### src/hw/rtl/slr_pkg.sv
// ----------------------------------------------------------------------------
// slr_pkg
// Shared widths, status codes and sequencer states for the stereo linear
// resampler.
// ----------------------------------------------------------------------------
package slr_pkg;

  // payload widths
  localparam int SAMPLE_W  = 16;
  localparam int INDEX_W   = 16;
  localparam int STEP_W    = 20;
  localparam int OUTCNT_W  = 16;
  localparam int STATUS_W  = 2;
  localparam int FRAME_W   = 2 * SAMPLE_W;

  // configuration port
  localparam int PADDR_W   = 3;
  localparam int PDATA_W   = 32;
  localparam logic REG_PHASE_STEP = 1'b0;
  localparam logic REG_OUT_FRAMES = 1'b1;
  localparam logic [STEP_W-1:0]   PHASE_STEP_RST = 20'h10000;
  localparam logic [OUTCNT_W-1:0] OUT_FRAMES_RST = 16'h0000;

  // fixed point
  localparam int FRAC_W    = 16;
  localparam int WEIGHT_W  = FRAC_W + 1;
  localparam int POS_INT_W = INDEX_W + STEP_W - FRAC_W;
  localparam int DIFF_W    = SAMPLE_W + 1;
  localparam logic [WEIGHT_W-1:0] WEIGHT_ONE = 17'h10000;

  // shared multiplier operands (signed, wide enough for both uses)
  localparam int MUL_A_W   = STEP_W + 1;
  localparam int MUL_B_W   = DIFF_W + 1;
  localparam int PROD_W    = MUL_A_W + MUL_B_W;
  localparam int MIX_Q_W   = PROD_W - FRAC_W;
  localparam logic signed [MIX_Q_W-1:0] SAT_HI = 23'sd32767;
  localparam logic signed [MIX_Q_W-1:0] SAT_LO = -23'sd32768;

  // result status codes
  localparam logic [STATUS_W-1:0] STATUS_OK    = 2'd0;
  localparam logic [STATUS_W-1:0] STATUS_FEW   = 2'd1;
  localparam logic [STATUS_W-1:0] STATUS_RANGE = 2'd2;

  // request sequencer
  typedef enum logic [6:0] {
    S_IDLE = 7'b0000001,
    S_POS  = 7'b0000010,
    S_ADDR = 7'b0000100,
    S_RDB  = 7'b0001000,
    S_MULL = 7'b0010000,
    S_MULR = 7'b0100000,
    S_DONE = 7'b1000000
  } state_t;

endpackage

### src/hw/rtl/slr_mul.sv
// ----------------------------------------------------------------------------
// slr_mul
// Shared signed multiplier with a registered product, used for the source
// position and for both channel weights.
// ----------------------------------------------------------------------------
module slr_mul (
  input  logic                              clk,
  input  logic signed [slr_pkg::MUL_A_W-1:0] op_a,
  input  logic signed [slr_pkg::MUL_B_W-1:0] op_b,
  output logic signed [slr_pkg::PROD_W-1:0]  prod
);

  // one product per cycle
  always_ff @(posedge clk) begin
    prod <= op_a * op_b;
  end

endmodule

### config.mk
export PLATFORM = sky130hd
export DESIGN_NAME = slr_mul
export DESIGN_NICKNAME = d
export VERILOG_FILES = /design/src/hw/rtl/slr_pkg.sv /design/src/hw/rtl/slr_mul.sv
export SDC_FILE = /design/constraint.sdc
export NUM_CORES = 1
export LEC_CHECK = 0
export ABC_AREA = 1
export BUFFER_PORTS_ARGS = -buffer_cell sky130_fd_sc_hd__clkbuf_2
export CAP_MARGIN = 20
export CORE_MARGIN = 2
export CORE_UTILIZATION = 33
export CTS_BUF_LIST = sky130_fd_sc_hd__clkbuf_8
export DETAILED_ROUTE_END_ITERATION = 10
export GPL_ROUTABILITY_DRIVEN = 1
export SYNTH_ARGS = -nofsm -noshare
export SYNTH_HDL_FRONTEND = slang
export SYNTH_SLANG_ARGS = --single-unit
### constraint.sdc
create_clock -name clk -period 6.8 [get_ports clk]
set_input_delay 0.68 -clock clk [delete_from_list [all_inputs] [get_ports clk]]
set_output_delay 0.68 -clock clk [all_outputs]
set_load 0.03 [all_outputs]
==> results of run 1 <==
[routing by layer]
layer	up-vias	routed length, microns	track usage (%)
li1	5527	-	-
met1	5921	15900	20.9
met2	324	19900	31.7
met3	84	2210	2.46
met4	2	1520	5.93
met5	-	12	0
[synthesized netlist by cell type]
cell	n	area [sq um]
nor4_2	1	12.5
ha_1	99	1240
clkbuf_1	72	270
o21ai_0	13	65.1
inv_2	2	7.51
nor2_4	1	11.3
xnor2_1	4	35.0
or2_2	4	25.0
nand2_1	552	2070
nor2_2	5	31.3
a21o_1	1	7.51
nor3_1	2	10.0
nor3_2	3	30.0
nand3_1	31	155
dfxtp_1	39	781
nand3_2	3	30.0
nand3b_1	2	15.0
nand2_2	11	68.8
nor4_1	2	12.5
a21oi_1	33	165
nand4_1	2	12.5
fa_1	377	7550
a21oi_2	1	8.76
buf_1	6	22.5
o21bai_1	6	45.0
nor2_1	54	203
nand2b_1	1	6.26
o21ai_1	1	5.00
inv_1	652	2450
o21ai_2	1	8.76
xor2_1	19	166
[stage by stage]
stage          setup WS (ns)  std cells
6_report               0.664       2625
2_1_floorplan          0.867       2000
3_5_place_dp           0.364       2616
3_3_place_gp           0.399       2616
4_1_cts                0.668       2624
5_1_grt                0.221       2624
[kinds of logic after synthesis]
group | synth area share [%]
flops | 5.03
compound gates | 1.97
buf+inv | 17.7
xor+xnor | 1.30
simple gates | 17.4
fa+ha+maj | 56.6
[worst paths after layout]
check	startpoint	endpoint	cells past startpoint
worst max-delay path	op_b[1]	prod[24]	23
worst min-delay path	op_a[1]	prod[1]	4
[final cells by class]
class | count | area (sq um)
fill | 4893 | 29900
multi-input combinational | 1229 | 12000
inverter | 654 | 2450
sequential | 39 | 781
tap | 607 | 759
timing repair buffer | 87 | 458
clock buffer | 6 | 82.6
clock inverter | 2 | 35.0
antenna | 1 | 2.50
==> results.txt, run 1 <==
----------------------------------------------------
[Outcome]
  Outcome ... complete, no violations

[STA]
  Ratio of final minimum period to clock period ... 90.2%
  Worst Max-Slew Pin Slew ... roughly 0.74 ns
  Headroom to the max-slew limit ... 50.6%
  Final setup violation count ... 0
  Unrepaired setup endpoints after global routing ... no
  Final hold viol count ... 0
  Post-Route Setup TNS ... 0 ns
  Maximum clock frequency ... roughly 160 MHz
  Hold WS ... approximately 0.91 ns
  Final Slew Violations ... 0
  Shortest clock period the worst path allows after layout ... between 6 and 7 ns

[Global route]
  GRT overflow ... 0
  Via count of the first global-routing pass ... between 10000 and 15000
  Wire length of the first global-routing pass ... a little under 70000 microns
  Maximum number of pins on one net before global-route repair ... 22
  Antenna violations before repair ... 2
  Global Route Usage Sum ... between 10% and 20%

[Clock network]
  Clk Tree Root Cell ... clkbuf_8
  CTS tree ... done
  Cts bufs inserted ... 5
  Post-CTS setup-driven buffer insertion count ... 0
  Quantity of gates resized following cts ... 0
  Clock transition at the registers of the reported paths ... 0.08 ns
  Total clock sinks ... 39
  Hold buffers post-CTS ... 0
  Maximum level of the CTS H-tree ... 2
  Clock Path Buffers ... 2

[Routing]
  Avg WL per Cell ... ~15 microns
  Remaining routing DRC violations ... 0
  First-pass iteration count of the detailed router ... 5
  Aggregate routed wire length ... 39600 microns
  Via/cell ratio ... 4.52
  Number of antenna-violating nets in the routed design ... 0
  Drt initial violations ... about 650
  Total via count in the routed design ... around 12000

[Placed design]
  Total cell area at the placement stage ... between 15000 and 20000 sq um
  Port Buf Inserts ... 78
  Global placer's final weighted congestion ... approximately 0.89
  Half-perimeter wire length after detailed placement ... around 35000 microns

[Logic synthesis]
  Flip-flop and latch count after synthesis ... 39
  Mapped cell area ... roughly 16000 sq um
  Post-synthesis net count ... around 2500
  Cell variety after synth ... 31
  Syn avg cell area ... about 7.8 sq um
  Yosys warning count ... 0
  Synthesized netlist cell count ... 2000
  Portion of the post-synthesis area used by sequential elements ... just over 5%

[Worst setup path]
  Worst EP required ... about 7 ns
  Endpoint kind of the worst setup timing path ... flip-flop
  Critical Path Source Type ... primary input
  Gate family responsible for the most delay along the worst path ... adder cells
  Cell Chain, Critical Path ... clkbuf_2, buf_4, nand2_1, fa_1, inv_1, fa_1, fa_1, inv_1, fa_1, inv_1, fa_1, inv_1, fa_1, inv_1, ha_1, a21oi_1, o21ai_0, a21oi_1, nand2_2, nand2_1, nand2_1, nand2_1, nand2_1
  Worst stage delay on the critical path ... just over 0.6 ns
  Count of buffering cells on the critical path with inverters included ... 7
  Cell type with the highest occurrence count on the critical path ... fa_1
  Data arrival at the endpoint of the critical path ... 6.31 ns
  Master of the slowest instance on the critical path ... fa_1
  Worst Path Class, Setup ... primary input to flip-flop
  Max Fanout on Critical Path ... 19

[Floorplanning]
  Core box area ... around 46000 sq um
  Horiz. Die Dim ... about 220 microns
  Die span in y ... about 220 microns
  Die ar. ... between 40000 and 50000 sq um
  Effective utilization at floorplan ... 33.4%
  Placement Rows ... 79
  Number of primary I/O pins ... 79

[Final layout]
  Final instance area ... roughly 17000 sq um
  Final Net Count ... 2532
  Top library cells by usage in the layout, fill and taps aside ... 652 x inv_1, 552 x nand2_1, 377 x fa_1, 99 x ha_1, 78 x clkbuf_2
  Relative area change from synthesis to final layout ... 6.73%
  Max FFs per register ... 39
  Most frequent standard cell in the layout excluding fill and tap cells ... inv_1
  Leading registers by flop count ... prod: 39 flops
  Register name with the most flops ... prod
  Fraction of the core area covered by cells at the end of the flow ... between 30 and 40%
  Share of layout cells above drive strength 1 ... 6.30%

[Hold path]
  Hold/Removal Path Class ... primary input to flip-flop

[Flow run]
  Max-Cap Viols ... 0

----------------------------------------------------
Power of run 1 is left out: the tool's default activity adds up to more than one toggle a clock period on the data nets, which glitch-free logic cannot reach.
==> run 2: changes to the inputs <==
ABC_AREA = 0   (was 1)
==> run 2 against run 1 <==
Net effect: critical endpoint is now prod[36]; area after synthesis decreased by 6.0%; count of clock-buffer cells in the layout unchanged; die area down 5.9%; critical path depth down 1.
==> results.txt, run 2 <==
----------------------------------------------------
[Clock network]
  Cts bufs inserted ... 5 (unchanged)
  Hold buffers post-CTS ... 0 (unchanged)
  Quantity of gates resized following cts ... 0 (unchanged)
  Clk Tree Root Cell ... clkbuf_8
  Clock Path Buffers ... 2 (unchanged)
  Post-CTS setup-driven buffer insertion count ... 0 (unchanged)
  Clock transition at the registers of the reported paths ... 0.09 ns (about the same)
  Total clock sinks ... 39 (unchanged)
  CTS tree ... done
  Maximum level of the CTS H-tree ... 2 (unchanged)

[Worst setup path]
  Gate family responsible for the most delay along the worst path ... adder cells
  Critical Path Start ... op_b[6]
  Critical Path Source Type ... primary input
  Endpoint kind of the worst setup timing path ... flip-flop
  Count of buffering cells on the critical path with inverters included ... 6 (-1)
  Cell type with the highest occurrence count on the critical path ... fa_1
  Worst Path Class, Setup ... primary input to flip-flop
  Worst stage delay on the critical path ... 0.56 ns (-0.06 ns)
  Data arrival at the endpoint of the critical path ... 6.74 ns (+0.43 ns)
  Worst EP required ... 7.05 ns (+0.08 ns)
  Number of cells on the critical path ... 22 (-4.3%)
  Master of the slowest instance on the critical path ... fa_1
  Cell Chain, Critical Path ... clkbuf_2, nand2_1, fa_1, inv_1, fa_1, inv_1, fa_1, inv_1, fa_1, fa_1, inv_1, fa_1, inv_1, ha_1, nand3_1, nor2_1, o31a_1, a22o_1, or3_1, o31a_1, or4_1, nand3_1
  Max Fanout on Critical Path ... 17 (-2)

[Routing]
  First-pass iteration count of the detailed router ... 4 (-1)
  Aggregate routed wire length ... 35400 microns (-11%)
  Drt initial violations ... 469 (-28%)
  Total via count in the routed design ... 10500 (-11%)
  Remaining routing DRC violations ... 0 (unchanged)
  Avg WL per Cell ... 15.6 microns (+3.7%)
  Via/cell ratio ... 4.65 (+2.9%)
  Number of antenna-violating nets in the routed design ... 0 (unchanged)

[Final layout]
  Share of layout cells above drive strength 1 ... 8.73% (+2.4 points)
  Final instance area ... 16000 sq um (-3.5%)
  Leading registers by flop count ... prod: 39 flops
  Final Net Count ... 2187 (-14%)
  Top library cells by usage in the layout, fill and taps aside ... 439 x inv_1, 377 x fa_1, 236 x nand2_1, 140 x and2_1, 99 x ha_1
  Register name with the most flops ... prod
  Non-filler cells in the finished layout ... 2265 (-14%)
  Max FFs per register ... 39 (unchanged)
  Relative area change from synthesis to final layout ... 9.66%
  Most frequent standard cell in the layout excluding fill and tap cells ... inv_1

[Logic synthesis]
  Post-synthesis net count ... 2113 (-16%)
  Flip-flop and latch count after synthesis ... 39 (unchanged)
  Yosys warning count ... 0 (unchanged)
  Synthesized netlist cell count ... 1597 (-20%)
  Mapped cell area ... 14600 sq um (-6.0%)
  Syn avg cell area ... 9.13 sq um (+18%)
  Fraction of synthesized cell area taken by the top area cell type ... 51.8% (+3.1 points)
  Cell variety after synth ... 50 (+61%)
  Cell with the most instances after synthesis ... inv_1
  Cell type contributing the most total cell area after synthesis ... fa_1
  Synth Flop Type ... dfxtp_1
  Number of enable-type register cells in the synthesized netlist ... 0 (unchanged)
  Portion of the post-synthesis area used by sequential elements ... 5.36% (+0.32 points)
  Proportion of synthesized flip-flops having asynchronous set or reset ... 0% (unchanged)
  Cells taking the most area after synthesis ... fa_1 52%, inv_1 11%, ha_1 8.5%
  Top cell types by occurrence after synthesis ... 439 x inv_1, 377 x fa_1, 236 x nand2_1, 140 x and2_1, 99 x ha_1

[Flow run]
  Max-Cap Viols ... 0 (unchanged)

[Placed design]
  Port Buf Inserts ... 78 (unchanged)
  Total cell area at the placement stage ... 15900 sq um (-3.5%)
  Global placer's final weighted congestion ... 0.869 (-2.7%)
  Half-perimeter wire length after detailed placement ... 31200 microns (-9.8%)
  Cell total after placement ... 2256 (-14%)

[STA]
  Final setup violation count ... 0 (unchanged)
  Final hold viol count ... 0 (unchanged)
  Shortest clock period the worst path allows after layout ... 6.49 ns (+0.355 ns)
  Headroom to the max-slew limit ... 64.7% (+14 points)
  Ratio of final minimum period to clock period ... 95.5% (+5.2 points)
  Unrepaired setup endpoints after global routing ... no
  Final Slew Violations ... 0 (unchanged)
  Maximum clock frequency ... 154 MHz (-5.5%)
  Worst Max-Slew Pin Slew ... 0.530 ns (-0.210 ns)
  Post-Route Setup TNS ... 0 ns (unchanged)

[Outcome]
  Outcome ... complete, no violations

[Hold path]
  Startpoint of the most critical hold path ... op_a[0]
  Hold/Removal Path Class ... primary input to flip-flop
  Hold Crit Depth ... 3 (-1)

[Floorplanning]
  Effective utilization at floorplan ... 33.2% (-0.21 points)
  Number of primary I/O pins ... 79 (unchanged)
  Die ar. ... 45900 sq um (-5.9%)
  Die span in y ... 214 microns (-3.0%)
  Placement Rows ... 77 (-2.5%)
  Horiz. Die Dim ... 214 microns (-3.0%)
  Core box area ... 43900 sq um (-5.4%)

[Global route]
  Antenna violations before repair ... 1 (-1)
  Global Route Usage Sum ... 16.0% (-1.4 points)
  GRT overflow ... 0 (unchanged)
  Wire length of the first global-routing pass ... 58500 microns (-14%)
  Via count of the first global-routing pass ... 11500 (-16%)
  Maximum number of pins on one net before global-route repair ... 23 (+4.5%)

----------------------------------------------------
[run 2: cell types whose count changed in the layout (fill, tap and decap cells not counted), sizes merged, moves of 8 or more]
cell,previous run,this run
nor2b,0,18
nand3,34,6
buf,9,53
xnor2,4,27
xor2,19,10
and2,0,140
inv,654,439
a21o,1,9
nand2,563,236
nor2,60,19
[run 2: metal layers]
metal | GRT usage, % | vias up | routed length (microns)
li1 | - | 4721 | -
met1 | 18.5 | 5516 | 13200
met2 | 30.4 | 240 | 19600
met3 | 2.17 | 50 | 1480
met4 | 4.68 | 0 | 1190
met5 | 0 | - | 0
[run 2: path summary, 6_finish.rpt]
check,slack (ns),end
hold / removal,0.92,prod[0]
setup / recovery,0.31,prod[36]
[run 2: stage by stage]
step | worst slack (ns) | hold slack, ns | utilization (%)
final | 0.308 | 0.917 | 36.4
after global routing | 0.123 | 0.925 | 36.4
after CTS | 0.351 | 0.897 | 36.4
after detailed placement | 0.0150 | 1.12 | 36.1
after global placement | 0.113 | 1.13 | 36.1
after floorplan | 0.355 | 0.807 | -
[run 2: cell families after synthesis]
logic type                 after synthesis  share of synthesized area [%]
AOI/OAI and AO/OA                       85                           3.88
xor gates and xnor gates                37                           2.22
muxes                                    1                         0.0772
adders and majority gates              476                           60.3
buffers and inverters                  503                           13.0
and+or+nand+nor                        456                           15.2
DFF                                     39                           5.36
[run 2: area by class of cell]
| cell class | count | area, sq um |
|---|---|---|
| well taps | 592 | 741 |
| inverters | 439 | 1650 |
| diodes | 1 | 2.50 |
| repair buffers | 131 | 788 |
| multi-input cells | 1055 | 11900 |
| clock buffers | 6 | 82.6 |
| flip-flops and latches | 39 | 781 |
| clock inverters | 2 | 35.0 |
| fillers | 4592 | 27900 |
Power of run 2 is left out for the same reason.
